[src/design/lfpd_pkg.sv]
// Shared types, register indexes and constants of the line follower PD controller.
`default_nettype none
package lfpd_pkg;

    localparam int NUM_SENSORS = 8;

    // Configuration register indexes
    localparam logic [2:0] REG_THR_LO      = 3'd0;
    localparam logic [2:0] REG_THR_HI      = 3'd1;
    localparam logic [2:0] REG_PROP_GAIN   = 3'd2;
    localparam logic [2:0] REG_DERIV_GAIN  = 3'd3;
    localparam logic [2:0] REG_SPEED_LIMIT = 3'd4;
    localparam logic [2:0] REG_LEFT_BASE   = 3'd5;
    localparam logic [2:0] REG_RIGHT_BASE  = 3'd6;
    localparam logic [2:0] REG_SPIN_SPEED  = 3'd7;

    localparam logic signed [8:0] DRIVE_MAX = 9'sd255;
    localparam logic [3:0]        COUNT_ALL = 4'd8;

    typedef enum logic [1:0] {
        MODE_FOLLOW  = 2'd0,
        MODE_SPIN    = 2'd1,
        MODE_CONFIRM = 2'd2,
        MODE_STOP    = 2'd3
    } t_mode;

    typedef enum logic [1:0] {
        TURN_NONE  = 2'd0,
        TURN_LEFT  = 2'd1,
        TURN_RIGHT = 2'd2
    } t_turn;

    typedef enum logic [2:0] {
        SEQ_IDLE,
        SEQ_MERGE,
        SEQ_RECIP,
        SEQ_POS,
        SEQ_ERROR,
        SEQ_PRODUCT,
        SEQ_COMMIT,
        SEQ_OUTPUT
    } t_seq_state;

    typedef struct packed {
        logic merge_en;
        logic recip_en;
        logic pos_en;
        logic error_en;
        logic product_en;
        logic commit_en;
    } t_step;

    typedef struct packed {
        logic [7:0] prop_gain;
        logic [7:0] deriv_gain;
        logic [7:0] speed_limit;
        logic [7:0] left_base;
        logic [7:0] right_base;
        logic [7:0] spin_speed;
    } t_gains;

    typedef struct packed {
        t_turn      turn;
        t_mode      mode;
        logic [7:0] right_pwm;
        logic       right_fwd;
        logic [7:0] left_pwm;
        logic       left_fwd;
    } t_motor_status;

endpackage
`default_nettype wire

[src/design/lfpd_lane.sv]
// One sensor lane: compare a sample with its threshold and register the hit.
`default_nettype none
module lfpd_lane
    import lfpd_pkg::*;
#(
    parameter int SAMPLE_BITS = 12
) (
    input  wire logic                   i_clk,
    input  wire logic                   i_en,
    input  wire logic [SAMPLE_BITS-1:0] i_sample,
    input  wire logic [SAMPLE_BITS-1:0] i_thresh,
    output logic                        o_hit
);

    logic r_hit;

    always_ff @(posedge i_clk) begin
        if (i_en) begin
            r_hit <= (i_sample > i_thresh);
        end
    end

    assign o_hit = r_hit;

endmodule
`default_nettype wire

[src/design/lfpd_merge.sv]
// Merge the lane hits into a hit pattern, a hit count and a weighted sum.
`default_nettype none
module lfpd_merge
    import lfpd_pkg::*;
(
    input  wire logic                   i_clk,
    input  wire logic                   i_en,
    input  wire logic [NUM_SENSORS-1:0] i_hits,
    output logic [NUM_SENSORS-1:0]      o_bits,
    output logic [3:0]                  o_count,
    output logic [5:0]                  o_wsum
);

    logic [NUM_SENSORS-1:0] r_bits;
    logic [3:0]             r_count;
    logic [5:0]             r_wsum;
    logic [3:0]             n_count;
    logic [5:0]             n_wsum;

    // weights run 1..8 from the leftmost sensor
    always_comb begin
        n_count = '0;
        n_wsum  = '0;
        for (int i = 0; i < NUM_SENSORS; i++) begin
            if (i_hits[i]) begin
                n_count = n_count + 4'd1;
                n_wsum  = n_wsum + 6'(i + 1);
            end
        end
    end

    always_ff @(posedge i_clk) begin
        if (i_en) begin
            r_bits  <= i_hits;
            r_count <= n_count;
            r_wsum  <= n_wsum;
        end
    end

    assign o_bits  = r_bits;
    assign o_count = r_count;
    assign o_wsum  = r_wsum;

endmodule
`default_nettype wire

[src/design/lfpd_div.sv]
// Position divider: weighted sum over hit count by reciprocal multiply and one correction.
`default_nettype none
module lfpd_div
    import lfpd_pkg::*;
#(
    parameter int FRAC_BITS = 8
) (
    input  wire logic                   i_clk,
    input  wire logic                   i_en,
    input  wire logic [5:0]             i_wsum,
    input  wire logic [3:0]             i_count,
    output logic [FRAC_BITS+3:0]        o_quot
);

    localparam int NUM_W  = FRAC_BITS + 6;
    localparam int SHIFT  = NUM_W;
    localparam int RCP_W  = SHIFT + 1;
    localparam int PROD_W = NUM_W + RCP_W;
    localparam int POS_W  = FRAC_BITS + 4;
    localparam int CHK_W  = NUM_W + 4;

    localparam logic [RCP_W-1:0] RCP_1 = RCP_W'((64'd1 << SHIFT) / 64'd1);
    localparam logic [RCP_W-1:0] RCP_2 = RCP_W'((64'd1 << SHIFT) / 64'd2);
    localparam logic [RCP_W-1:0] RCP_3 = RCP_W'((64'd1 << SHIFT) / 64'd3);
    localparam logic [RCP_W-1:0] RCP_4 = RCP_W'((64'd1 << SHIFT) / 64'd4);
    localparam logic [RCP_W-1:0] RCP_5 = RCP_W'((64'd1 << SHIFT) / 64'd5);
    localparam logic [RCP_W-1:0] RCP_6 = RCP_W'((64'd1 << SHIFT) / 64'd6);
    localparam logic [RCP_W-1:0] RCP_7 = RCP_W'((64'd1 << SHIFT) / 64'd7);
    localparam logic [RCP_W-1:0] RCP_8 = RCP_W'((64'd1 << SHIFT) / 64'd8);

    logic [RCP_W-1:0]  rcp;
    logic [NUM_W-1:0]  num;
    logic [NUM_W-1:0]  r_num;
    logic [3:0]        r_cnt;
    logic [PROD_W-1:0] r_prod;
    logic [NUM_W-1:0]  q_est;
    logic [CHK_W-1:0]  q_back;
    logic [CHK_W-1:0]  rem;
    logic [NUM_W-1:0]  q_fix;

    always_comb begin
        case (i_count)
            4'd1:    rcp = RCP_1;
            4'd2:    rcp = RCP_2;
            4'd3:    rcp = RCP_3;
            4'd4:    rcp = RCP_4;
            4'd5:    rcp = RCP_5;
            4'd6:    rcp = RCP_6;
            4'd7:    rcp = RCP_7;
            4'd8:    rcp = RCP_8;
            default: rcp = '0;
        endcase
    end

    assign num = {i_wsum, {FRAC_BITS{1'b0}}};

    always_ff @(posedge i_clk) begin
        if (i_en) begin
            r_num  <= num;
            r_cnt  <= i_count;
            r_prod <= PROD_W'(num) * PROD_W'(rcp);
        end
    end

    // the estimate is never high and at most one low: add one when a whole divisor remains
    always_comb begin
        q_est  = r_prod[SHIFT +: NUM_W];
        q_back = CHK_W'(q_est) * CHK_W'(r_cnt);
        rem    = CHK_W'(r_num) - q_back;
        q_fix  = (rem >= CHK_W'(r_cnt)) ? q_est + NUM_W'(1) : q_est;
    end

    assign o_quot = q_fix[POS_W-1:0];

endmodule
`default_nettype wire

[src/design/lfpd_ctrl.sv]
// PD steering and mode machine: position hold, error, gain products, drives and turn memory.
`default_nettype none
module lfpd_ctrl
    import lfpd_pkg::*;
#(
    parameter int FRAC_BITS = 8
) (
    input  wire logic                   i_clk,
    input  wire logic                   i_rst_n,
    input  wire t_step                  i_step,
    input  wire t_gains                 i_gains,
    input  wire logic [NUM_SENSORS-1:0] i_bits,
    input  wire logic [3:0]             i_count,
    input  wire logic [FRAC_BITS+3:0]   i_quot,
    output t_motor_status               o_status,
    output logic [FRAC_BITS+3:0]        o_position
);

    localparam int POS_W  = FRAC_BITS + 4;
    localparam int ERR_W  = FRAC_BITS + 4;
    localparam int DIFF_W = FRAC_BITS + 5;
    localparam int P_W    = FRAC_BITS + 13;
    localparam int D_W    = FRAC_BITS + 14;
    localparam int SUM_W  = FRAC_BITS + 16;

    localparam logic [POS_W-1:0]        CENTER = POS_W'(9 << (FRAC_BITS - 1));
    localparam logic signed [SUM_W-1:0] ROUND  = SUM_W'((1 << FRAC_BITS) - 1);

    // control state
    t_mode                    r_mode, n_mode;
    t_turn                    r_turn, n_turn;
    logic [POS_W-1:0]         r_pos, n_pos;
    logic signed [ERR_W-1:0]  r_last_err, n_last_err;
    logic signed [8:0]        r_left, n_left;
    logic signed [8:0]        r_right, n_right;

    // datapath
    logic signed [ERR_W-1:0]  r_err;
    logic signed [DIFF_W-1:0] r_diff;
    logic signed [P_W-1:0]    r_p;
    logic signed [D_W-1:0]    r_d;
    logic signed [POS_W:0]    err_wide;
    logic signed [ERR_W-1:0]  err_now;
    logic signed [DIFF_W-1:0] diff_now;
    logic signed [SUM_W-1:0]  pd;
    logic signed [SUM_W-1:0]  left_sum;
    logic signed [SUM_W-1:0]  right_sum;
    logic signed [8:0]        left_pd;
    logic signed [8:0]        right_pd;
    logic signed [8:0]        spin_drive;
    t_turn                    turn_follow;

    // truncate toward zero after dropping the fraction, then saturate
    function automatic logic signed [8:0] drive_of(input logic signed [SUM_W-1:0] v);
        logic signed [SUM_W-1:0] t;
        begin
            t = (v < 0) ? ((v + ROUND) >>> FRAC_BITS) : (v >>> FRAC_BITS);
            if (t > SUM_W'(DRIVE_MAX)) begin
                drive_of = DRIVE_MAX;
            end else if (t < -SUM_W'(DRIVE_MAX)) begin
                drive_of = -DRIVE_MAX;
            end else begin
                drive_of = t[8:0];
            end
        end
    endfunction

    function automatic logic [8:0] motor_of(input logic signed [8:0] drive,
                                            input logic [7:0] limit);
        logic signed [8:0] mag;
        logic [7:0]        mag8;
        begin
            mag  = drive[8] ? -drive : drive;
            mag8 = mag[7:0];
            motor_of = {(mag8 > limit) ? limit : mag8, (!drive[8] && (drive != '0))};
        end
    endfunction

    assign err_wide   = $signed({1'b0, CENTER}) - $signed({1'b0, r_pos});
    assign err_now    = err_wide[ERR_W-1:0];
    assign diff_now   = {err_now[ERR_W-1], err_now} - {r_last_err[ERR_W-1], r_last_err};
    assign pd         = r_p + r_d;
    assign left_sum   = $signed({{(SUM_W-FRAC_BITS-8){1'b0}}, i_gains.left_base,
                                 {FRAC_BITS{1'b0}}}) + pd;
    assign right_sum  = $signed({{(SUM_W-FRAC_BITS-8){1'b0}}, i_gains.right_base,
                                 {FRAC_BITS{1'b0}}}) - pd;
    assign left_pd    = drive_of(left_sum);
    assign right_pd   = drive_of(right_sum);
    assign spin_drive = $signed({1'b0, i_gains.spin_speed});

    // edge-only patterns remember a turn
    always_comb begin
        turn_follow = r_turn;
        if ((i_bits[1:0] != '0) && (i_bits[7:2] == '0)) begin
            turn_follow = TURN_LEFT;
        end else if ((i_bits[7:6] != '0) && (i_bits[5:0] == '0)) begin
            turn_follow = TURN_RIGHT;
        end
    end

    always_comb begin
        n_mode     = r_mode;
        n_turn     = r_turn;
        n_pos      = r_pos;
        n_last_err = r_last_err;
        n_left     = r_left;
        n_right    = r_right;
        if (i_step.pos_en && (i_count != '0)) begin
            n_pos = i_quot;
        end
        if (i_step.commit_en) begin
            unique case (r_mode)
                MODE_FOLLOW: begin
                    n_last_err = r_err;
                    n_left     = left_pd;
                    n_right    = right_pd;
                    n_turn     = turn_follow;
                    if (i_count == '0) begin
                        if (turn_follow == TURN_LEFT) begin
                            n_left  = -spin_drive;
                            n_right = spin_drive;
                        end else begin
                            n_left  = spin_drive;
                            n_right = -spin_drive;
                        end
                        n_mode = MODE_SPIN;
                    end else if (i_count == COUNT_ALL) begin
                        n_mode = MODE_CONFIRM;
                    end
                end
                MODE_SPIN: begin
                    if (i_bits[4:3] != '0) begin
                        n_turn = TURN_NONE;
                        n_mode = MODE_FOLLOW;
                    end
                end
                MODE_CONFIRM: begin
                    if (i_count == COUNT_ALL) begin
                        n_left  = '0;
                        n_right = '0;
                        n_mode  = MODE_STOP;
                    end else begin
                        // nothing seen after all-black: a T-section, go right later
                        if (i_count == '0) begin
                            n_turn = TURN_RIGHT;
                        end
                        n_mode = MODE_FOLLOW;
                    end
                end
                MODE_STOP: begin
                    if (i_count != COUNT_ALL) begin
                        n_mode = MODE_FOLLOW;
                    end
                end
                default: begin
                    n_mode = MODE_FOLLOW;
                end
            endcase
        end
    end

    always_ff @(posedge i_clk) begin
        if (!i_rst_n) begin
            r_mode     <= MODE_FOLLOW;
            r_turn     <= TURN_NONE;
            r_pos      <= '0;
            r_last_err <= '0;
            r_left     <= '0;
            r_right    <= '0;
        end else begin
            r_mode     <= n_mode;
            r_turn     <= n_turn;
            r_pos      <= n_pos;
            r_last_err <= n_last_err;
            r_left     <= n_left;
            r_right    <= n_right;
        end
    end

    always_ff @(posedge i_clk) begin
        if (i_step.error_en) begin
            r_err  <= err_now;
            r_diff <= diff_now;
        end
        if (i_step.product_en) begin
            r_p <= r_err * $signed({1'b0, i_gains.prop_gain});
            r_d <= r_diff * $signed({1'b0, i_gains.deriv_gain});
        end
    end

    always_comb begin
        o_status.turn = r_turn;
        o_status.mode = r_mode;
        {o_status.left_pwm, o_status.left_fwd}   = motor_of(r_left, i_gains.speed_limit);
        {o_status.right_pwm, o_status.right_fwd} = motor_of(r_right, i_gains.speed_limit);
    end

    assign o_position = r_pos;

endmodule
`default_nettype wire

[src/design/line_follower_pd_controller.sv]
// Line follower PD controller: eight sensor lanes, merge, divider, PD and mode control.
// A new input transaction is taken only in idle, after the previous item has been loaded
// into the output register; the sequencer walks sense, merge, reciprocal multiply,
// position, error, gain multiply, commit and output load; a stalled sink holds output load.
// Reset (i_rst_n low, synchronous): follow mode, no turn, position, error and drives zero,
// configuration registers to their defaults, output register empty.
`default_nettype none
module line_follower_pd_controller
    import lfpd_pkg::*;
#(
    parameter int SAMPLE_BITS = 12,
    parameter int FRAC_BITS   = 8
) (
    input  wire logic                          i_clk,
    input  wire logic                          i_rst_n,
    // input stream: reading_0 .. reading_7, SAMPLE_BITS each, reading_0 lowest
    input  wire logic                          s_axis_tvalid,
    output logic                               s_axis_tready,
    input  wire logic [NUM_SENSORS*SAMPLE_BITS-1:0] s_axis_tdata,
    // result stream, from bit 0 up: left_forward, left_pwm[8], right_forward,
    // right_pwm[8], mode_now[2], pending_turn[2], position_q8[FRAC_BITS+4], zero pad
    output logic                               m_axis_tvalid,
    input  wire logic                          m_axis_tready,
    output logic [((FRAC_BITS+26+7)/8)*8-1:0]  m_axis_tdata,
    // configuration write channel
    input  wire logic                          i_cfg_valid,
    output logic                               o_cfg_ready,
    input  wire logic [2:0]                    i_cfg_index,
    input  wire logic [4*SAMPLE_BITS-1:0]      i_cfg_data
);

    localparam int POS_W = FRAC_BITS + 4;
    localparam int GRP_W = 4 * SAMPLE_BITS;
    localparam int OUT_W = ((FRAC_BITS + 26 + 7) / 8) * 8;

    // configuration registers
    logic [GRP_W-1:0] r_thr_lo;
    logic [GRP_W-1:0] r_thr_hi;
    t_gains           r_gains;

    // sequencer
    t_seq_state       r_state, n_state;
    t_step            step;
    logic             accept;
    logic             out_free;

    // output register
    logic             r_out_valid;
    logic [OUT_W-1:0] r_out_data;

    // datapath links
    logic [NUM_SENSORS-1:0] hits;
    logic [NUM_SENSORS-1:0] bits;
    logic [3:0]             count;
    logic [5:0]             wsum;
    logic [POS_W-1:0]       quot;
    logic [POS_W-1:0]       position;
    t_motor_status          status;

    // the user must issue configuration writes only while idle; the block does not enforce it and holds ready high
    assign o_cfg_ready = 1'b1;

    always_ff @(posedge i_clk) begin
        if (!i_rst_n) begin
            r_thr_lo            <= '0;
            r_thr_hi            <= '0;
            r_gains.prop_gain   <= 8'd15;
            r_gains.deriv_gain  <= 8'd80;
            r_gains.speed_limit <= 8'd250;
            r_gains.left_base   <= 8'd50;
            r_gains.right_base  <= 8'd50;
            r_gains.spin_speed  <= 8'd80;
        end else if (i_cfg_valid) begin
            unique case (i_cfg_index)
                REG_THR_LO:      r_thr_lo            <= i_cfg_data;
                REG_THR_HI:      r_thr_hi            <= i_cfg_data;
                REG_PROP_GAIN:   r_gains.prop_gain   <= i_cfg_data[7:0];
                REG_DERIV_GAIN:  r_gains.deriv_gain  <= i_cfg_data[7:0];
                REG_SPEED_LIMIT: r_gains.speed_limit <= i_cfg_data[7:0];
                REG_LEFT_BASE:   r_gains.left_base   <= i_cfg_data[7:0];
                REG_RIGHT_BASE:  r_gains.right_base  <= i_cfg_data[7:0];
                REG_SPIN_SPEED:  r_gains.spin_speed  <= i_cfg_data[7:0];
                default: begin
                end
            endcase
        end
    end

    // Sequencer: take one item in idle, step it through the datapath, then wait for
    // room in the output register before going back to idle.
    assign s_axis_tready = (r_state == SEQ_IDLE);
    assign accept        = s_axis_tvalid && s_axis_tready;
    assign out_free      = !r_out_valid || m_axis_tready;

    always_comb begin
        n_state = r_state;
        step    = '0;
        unique case (r_state)
            SEQ_IDLE: begin
                if (accept) begin
                    n_state = SEQ_MERGE;
                end
            end
            SEQ_MERGE: begin
                step.merge_en = 1'b1;
                n_state       = SEQ_RECIP;
            end
            SEQ_RECIP: begin
                step.recip_en = 1'b1;
                n_state       = SEQ_POS;
            end
            SEQ_POS: begin
                step.pos_en = 1'b1;
                n_state     = SEQ_ERROR;
            end
            SEQ_ERROR: begin
                step.error_en = 1'b1;
                n_state       = SEQ_PRODUCT;
            end
            SEQ_PRODUCT: begin
                step.product_en = 1'b1;
                n_state         = SEQ_COMMIT;
            end
            SEQ_COMMIT: begin
                step.commit_en = 1'b1;
                n_state        = SEQ_OUTPUT;
            end
            SEQ_OUTPUT: begin
                if (out_free) begin
                    n_state = SEQ_IDLE;
                end
            end
            default: begin
                n_state = SEQ_IDLE;
            end
        endcase
    end

    always_ff @(posedge i_clk) begin
        if (!i_rst_n) begin
            r_state <= SEQ_IDLE;
        end else begin
            r_state <= n_state;
        end
    end

    // Sensor lanes: each compares its own sample with its own threshold.
    genvar g;
    generate
        for (g = 0; g < NUM_SENSORS; g++) begin : g_lane
            logic [SAMPLE_BITS-1:0] thresh;
            if (g < 4) begin : g_lo
                assign thresh = r_thr_lo[g*SAMPLE_BITS +: SAMPLE_BITS];
            end else begin : g_hi
                assign thresh = r_thr_hi[(g-4)*SAMPLE_BITS +: SAMPLE_BITS];
            end
            lfpd_lane #(
                .SAMPLE_BITS (SAMPLE_BITS)
            ) u_lane (
                .i_clk    (i_clk),
                .i_en     (accept),
                .i_sample (s_axis_tdata[g*SAMPLE_BITS +: SAMPLE_BITS]),
                .i_thresh (thresh),
                .o_hit    (hits[g])
            );
        end
    endgenerate

    lfpd_merge u_merge (
        .i_clk   (i_clk),
        .i_en    (step.merge_en),
        .i_hits  (hits),
        .o_bits  (bits),
        .o_count (count),
        .o_wsum  (wsum)
    );

    lfpd_div #(
        .FRAC_BITS (FRAC_BITS)
    ) u_div (
        .i_clk   (i_clk),
        .i_en    (step.recip_en),
        .i_wsum  (wsum),
        .i_count (count),
        .o_quot  (quot)
    );

    lfpd_ctrl #(
        .FRAC_BITS (FRAC_BITS)
    ) u_ctrl (
        .i_clk      (i_clk),
        .i_rst_n    (i_rst_n),
        .i_step     (step),
        .i_gains    (r_gains),
        .i_bits     (bits),
        .i_count    (count),
        .i_quot     (quot),
        .o_status   (status),
        .o_position (position)
    );

    // Output register: load once the commit has settled and the slot is free;
    // hold the transaction until the sink takes it.
    always_ff @(posedge i_clk) begin
        if (!i_rst_n) begin
            r_out_valid <= 1'b0;
        end else if ((r_state == SEQ_OUTPUT) && out_free) begin
            r_out_valid <= 1'b1;
        end else if (m_axis_tready) begin
            r_out_valid <= 1'b0;
        end
    end

    always_ff @(posedge i_clk) begin
        if ((r_state == SEQ_OUTPUT) && out_free) begin
            r_out_data <= OUT_W'({position, status.turn, status.mode, status.right_pwm,
                                  status.right_fwd, status.left_pwm, status.left_fwd});
        end
    end

    assign m_axis_tvalid = r_out_valid;
    assign m_axis_tdata  = r_out_data;

endmodule
`default_nettype wire

[config.mk]
export PLATFORM = sky130hd
export DESIGN_NAME = line_follower_pd_controller
export DESIGN_NICKNAME = d
export VERILOG_FILES = /design/src/design/lfpd_pkg.sv /design/src/design/lfpd_lane.sv /design/src/design/lfpd_merge.sv /design/src/design/lfpd_div.sv /design/src/design/lfpd_ctrl.sv /design/src/design/line_follower_pd_controller.sv
export SDC_FILE = /design/constraint.sdc
export NUM_CORES = 2
export LEC_CHECK = 0
export BUFFER_PORTS_ARGS = -buffer_cell sky130_fd_sc_hd__buf_2
export CORE_ASPECT_RATIO = 0.75
export CORE_MARGIN = 1.5
export CORE_UTILIZATION = 60
export CTS_CLUSTER_DIAMETER = 200
export DETAILED_ROUTE_END_ITERATION = 16
export PLACE_DENSITY = 0.79
export SYNTH_ARGS = -nofsm -noshare
export SYNTH_HDL_FRONTEND = slang
export SYNTH_SLANG_ARGS = --single-unit
[constraint.sdc]
create_clock -name i_clk -period 11.26 [get_ports i_clk]
set_clock_uncertainty 0.1 [all_clocks]
set_input_delay 2.252 -clock i_clk [delete_from_list [all_inputs] [get_ports i_clk]]
set_output_delay 2.252 -clock i_clk [all_outputs]
set_load 0.005 [all_outputs]
==> results.md <==
* Peak Freq at approximately 0.16 GHz
* GPL Wtd Cong at ~0.94
* Post-cts gate resize count at 0
* Initial antenna violation count at 20
* Number of vias after detailed routing at 26000
* Start of the worst register-to-register path: u_ctrl.r_d[0]$_DFFE_PP_
* Largest net degree at the start of global routing at 74
* Growth of design area from synthesis to finish at 8.44%
* Final hold slack at between 0.3 and 0.4 ns
* Cell mode on critical path: sky130_fd_sc_hd__nor2_1
* Number of distinct library cell variants in the gate-level netlist after synthesis at 95
* Share of cells above drive strength 1 at about 8.7%
* Fin util at about two thirds
* Share of synthesized area occupied by flip-flops and latches at 26.5%
* Worst path slowest cell: sky130_fd_sc_hd__a41oi_1
* Worst setup path startpoint: u_ctrl.r_d[0]$_DFFE_PP_
* Placed wire-length estimate after detailed placement at between 60000 and 70000 um
* Number of iterations in the first detailed-routing pass at 6
* DRT antenna net count at 0
* Post-synth EDFFs at 152
* Worst min-delay path category: reg2reg
* # hold bufs at CTS at 0
* CTS Sinks at between 300 and 400
* Data arrival time of the worst path at 6.79 ns
* Filler-free cell count of the finished design at about 4600
* Number of design-rule violations left by the first detailed-router iteration at 2176
* Fin crit period at around 6.4 ns
* Residual DRC at 0
* Effective utilization at floorplan at about three fifths
* Unrepaired setup endpoints after global routing: no
* Total placed instance area at 34100 um2
* Master cell of the clock root buffer: sky130_fd_sc_hd__clkbuf_16
* Clock-pin slew reported for the worst setup and hold paths after clock tree synthesis at about 0.060 ns
* Cell count after synthesis at between 3000 and 4000
* Wirelength, routed at ~82000 um
* Clock tree from TritonCTS: done
* Combined area of the multi-input logic cells at 21700 um2
* Cell area after synthesis at ~33000 um2
* Synthesized flop and latch total at 357
* Buffers & Inverters on Critical Path at 2
* Placeable core area at 53300 um2
* Status: complete, no violations
* Number of warnings reported in the yosys synthesis log at 0
* Share of the clock period used by the worst path at between 50% and 60%
* Total CTS buffers at 38
* Met1 usage at 41.6%
* Area share of the leading cell type in the synthesized netlist at 15.1%
* Count of fill cells added during filler insertion at 4255
* Dominant cells by area after synthesis: sky130_fd_sc_hd__fa_1, sky130_fd_sc_hd__edfxtp_1, sky130_fd_sc_hd__ha_1, sky130_fd_sc_hd__dfxtp_1, sky130_fd_sc_hd__nand2_1
* Die H at ~200 um
* Max Transition Viols Final at 0
* Post-layout net count at ~4500
* GR Util All Layers at a little under 30%
* Leakage power of the design at 0.0157 uW
* Commonest cells post-synth: sky130_fd_sc_hd__nand2_1, sky130_fd_sc_hd__inv_1, sky130_fd_sc_hd__ha_1
* First-pass GRT wire length at 131000 um
* I/O pins at approximately 200
* TNS Setup at 0 ns
* Number of H-tree levels at 2
* FFs w/ async S/R, synth at 0%
* Final setup violation count at 0
* Count of placed standard cells including taps at approximately 4500
* Most used standard cell by instance count after synthesis: sky130_fd_sc_hd__nand2_1
* Layout Cell Area excl Fill at about 35000 um2
* Slew at the pin closest to its max-slew limit at 1.13 ns
* Chain of cells forming the critical path: ha_1 > inv_1 > fa_1 > nor2b_4 > o2111a_1 > o21ba_1 > o31a_1 > and2_1 > nor2_1 > ha_1 > o21a_1 > a211oi_1 > nor2_1 > a21oi_1 > nor2_1 > a41oi_1 > a32oi_1 > xnor2_1 > inv_1 > o41ai_4 > o311ai_1 > a22o_1
* Max rail drop VDD at 0.000142 V
* Slowest cell delay on critical path at just over 0.8 ns
* Power density over cell area at roughly 140 nW/um2
* Routed wirelength normalized by instance count at 18.0 um
* Number of global-route vias before repair at between 20000 and 30000
* Max-slew headroom at roughly a quarter
* Worst Hold Launch: r_thr_hi[30]$_SDFFE_PN0P_
* CP max FO at 12
* Maximum capacitance violations at 0
* Most instantiated flip-flop cell in the synthesis netlist: sky130_fd_sc_hd__dfxtp_1
* Total Die Area at approximately 56000 um2
* Startpoint Class: register
* Met3 usage at 9.57%
* Path type of the worst setup path: reg2reg
* Die W at ~270 um
* Critical path capture point type: register
* Number of port buffers at between 150 and 200
* Count of final hold-check violations at 0
* Aggregate global routing overflow at 0
* # Post-CTS Setup Buffers at 0
* Insertion delay of the later-clocked pin in the worst-skew pair at between 0.5 and 0.6 ns
* Clock buffer depth at 3
* Global routing met2 resource utilization at 43.2%
* Register Area at 8670 um2
* Vias/cell at 5.70
* Average cell area after synthesis at about 8.9 um2
* Core Rows at 73
* Synth area leader: sky130_fd_sc_hd__fa_1
* Data required time at the worst endpoint at 11.61 ns
* Layer carrying the most global-route usage: met2
* Kind of cell adding the most delay to the critical path: compound AO/OA/AOI/OAI gates
[report_power, final]
group | switching [uW] | internal, uW | total [uW]
logic | 1180 | 910 | 2090
registers | 117 | 1470 | 1590
clock network | 579 | 738 | 1320
[cells in the final DEF, fill, tap and decap left out, types with 10 or more instances in the layout]
cell type and instances:
sky130_fd_sc_hd__mux2i_1 13, sky130_fd_sc_hd__or3_1 10, sky130_fd_sc_hd__nor4_1 10, sky130_fd_sc_hd__o211ai_1 27
sky130_fd_sc_hd__a211oi_1 17, sky130_fd_sc_hd__a21oi_1 120, sky130_fd_sc_hd__o21a_1 11, sky130_fd_sc_hd__dfxtp_1 205
sky130_fd_sc_hd__a21boi_0 145, sky130_fd_sc_hd__and2_1 183, sky130_fd_sc_hd__nand2b_1 41, sky130_fd_sc_hd__nand4_1 36
sky130_fd_sc_hd__fa_1 246, sky130_fd_sc_hd__clkbuf_16 42, sky130_fd_sc_hd__a31oi_1 15, sky130_fd_sc_hd__nor2b_1 35
sky130_fd_sc_hd__nor3_1 42, sky130_fd_sc_hd__mux2_2 22, sky130_fd_sc_hd__o21ai_0 122, sky130_fd_sc_hd__nor2_1 149
sky130_fd_sc_hd__xnor2_1 120, sky130_fd_sc_hd__a21o_1 57, sky130_fd_sc_hd__buf_4 11, sky130_fd_sc_hd__xor2_1 79
sky130_fd_sc_hd__o21bai_1 12, sky130_fd_sc_hd__o31ai_1 12, sky130_fd_sc_hd__inv_1 499, sky130_fd_sc_hd__nand3_1 69
sky130_fd_sc_hd__buf_2 186, sky130_fd_sc_hd__clkinv_2 11, sky130_fd_sc_hd__and3_1 22, sky130_fd_sc_hd__ha_1 334
sky130_fd_sc_hd__nand2_1 592, sky130_fd_sc_hd__edfxtp_1 152
[flip-flops by register name (all words and copies together) (netlist names), 8 cells and up]
register / count
r_gains: 48
r_thr_hi: 48
r_thr_lo: 48
m_axis_tdata: 34
u_ctrl.r_d: 22
u_ctrl.r_p: 21
u_div.r_prod: 14
u_ctrl.r_diff: 13
u_ctrl.o_position: 12
u_ctrl.r_err: 12
u_ctrl.r_last_err: 12
u_div.rcp: 11
u_ctrl.r_left: 9
u_ctrl.r_right: 9
g_lane.u_lane.o_hit: 8
u_merge.o_bits: 8
[metal layers]
| layer | part of all wire (%) | up-vias |
|---|---|---|
| met5 | 0.15 | - |
| met4 | 2.7 | 20 |
| met3 | 11 | 165 |
| met2 | 42 | 1061 |
| met1 | 44 | 12300 |
| li1 | - | 12500 |
[area by class of cell]
cell class	count	area share [%]
Antenna cell	9	0.0636
Clock buffer	45	3.03
Clock inverter	25	0.597
Inverter	499	5.29
Multi-Input combinational cell	2712	61.2
Sequential cell	357	24.5
Tap cell	712	2.52
Timing Repair Buffer	197	2.86
[worst reg2reg max path: stages, from the launching register on]
cell,delay (ns)
sky130_fd_sc_hd__edfxtp_1,0.38
sky130_fd_sc_hd__ha_1,0.22
sky130_fd_sc_hd__inv_1,0.07
sky130_fd_sc_hd__fa_1,0.26
sky130_fd_sc_hd__nor2b_4,0.06
sky130_fd_sc_hd__o2111a_1,0.30
sky130_fd_sc_hd__o21ba_1,0.23
sky130_fd_sc_hd__o31a_1,0.38
sky130_fd_sc_hd__and2_1,0.20
sky130_fd_sc_hd__nor2_1,0.16
sky130_fd_sc_hd__ha_1,0.31
sky130_fd_sc_hd__o21a_1,0.21
sky130_fd_sc_hd__a211oi_1,0.32
sky130_fd_sc_hd__nor2_1,0.14
sky130_fd_sc_hd__a21oi_1,0.36
sky130_fd_sc_hd__nor2_1,0.19
sky130_fd_sc_hd__a41oi_1,0.83
sky130_fd_sc_hd__a32oi_1,0.29
sky130_fd_sc_hd__xnor2_1,0.29
sky130_fd_sc_hd__inv_1,0.13
sky130_fd_sc_hd__o41ai_4,0.50
sky130_fd_sc_hd__o311ai_1,0.19
sky130_fd_sc_hd__a22o_1,0.23
[logic make-up (layout without fill, tap and decap cells)]
| group | count (synthesis) | in the layout | share of synthesized area, % |
|---|---|---|---|
| and+or+nand+nor | 1251 | 1251 | 18.2 |
| DFF | 357 | 357 | 26.5 |
| other | 2 | 16 | 0.0230 |
| muxes | 35 | 35 | 1.16 |
| AOI/OAI and AO/OA | 638 | 638 | 13.4 |
| adders and majority gates | 580 | 580 | 27.9 |
| xor gates and xnor gates | 201 | 201 | 5.44 |
| buffers and inverters | 622 | 766 | 7.33 |
[stage by stage]
step | worst slack [ns] | total power, uW
global route | 4.35 | 5360
finish | 4.83 | 5000
CTS | 4.96 | 5000
detailed placement | 4.99 | 3670
floorplan | 5.57 | 3190
global placement | 5.17 | 3600
[path summary, 6_finish.rpt]
| check | depth (start not counted) | slack, ns | endpoint |
|---|---|---|---|
| worst max-delay path | 22 | 4.83 | u_ctrl.r_left[6]$_SDFFE_PN0P_ |
| worst min register to register | 2 | 0.36 | r_thr_hi[30]$_SDFFE_PN0P_ |
| worst min-delay path | 2 | 0.36 | r_thr_hi[30]$_SDFFE_PN0P_ |
| worst max register to register | 22 | 4.83 | u_ctrl.r_left[6]$_SDFFE_PN0P_ |
Power figures use the tool's default switching activity.
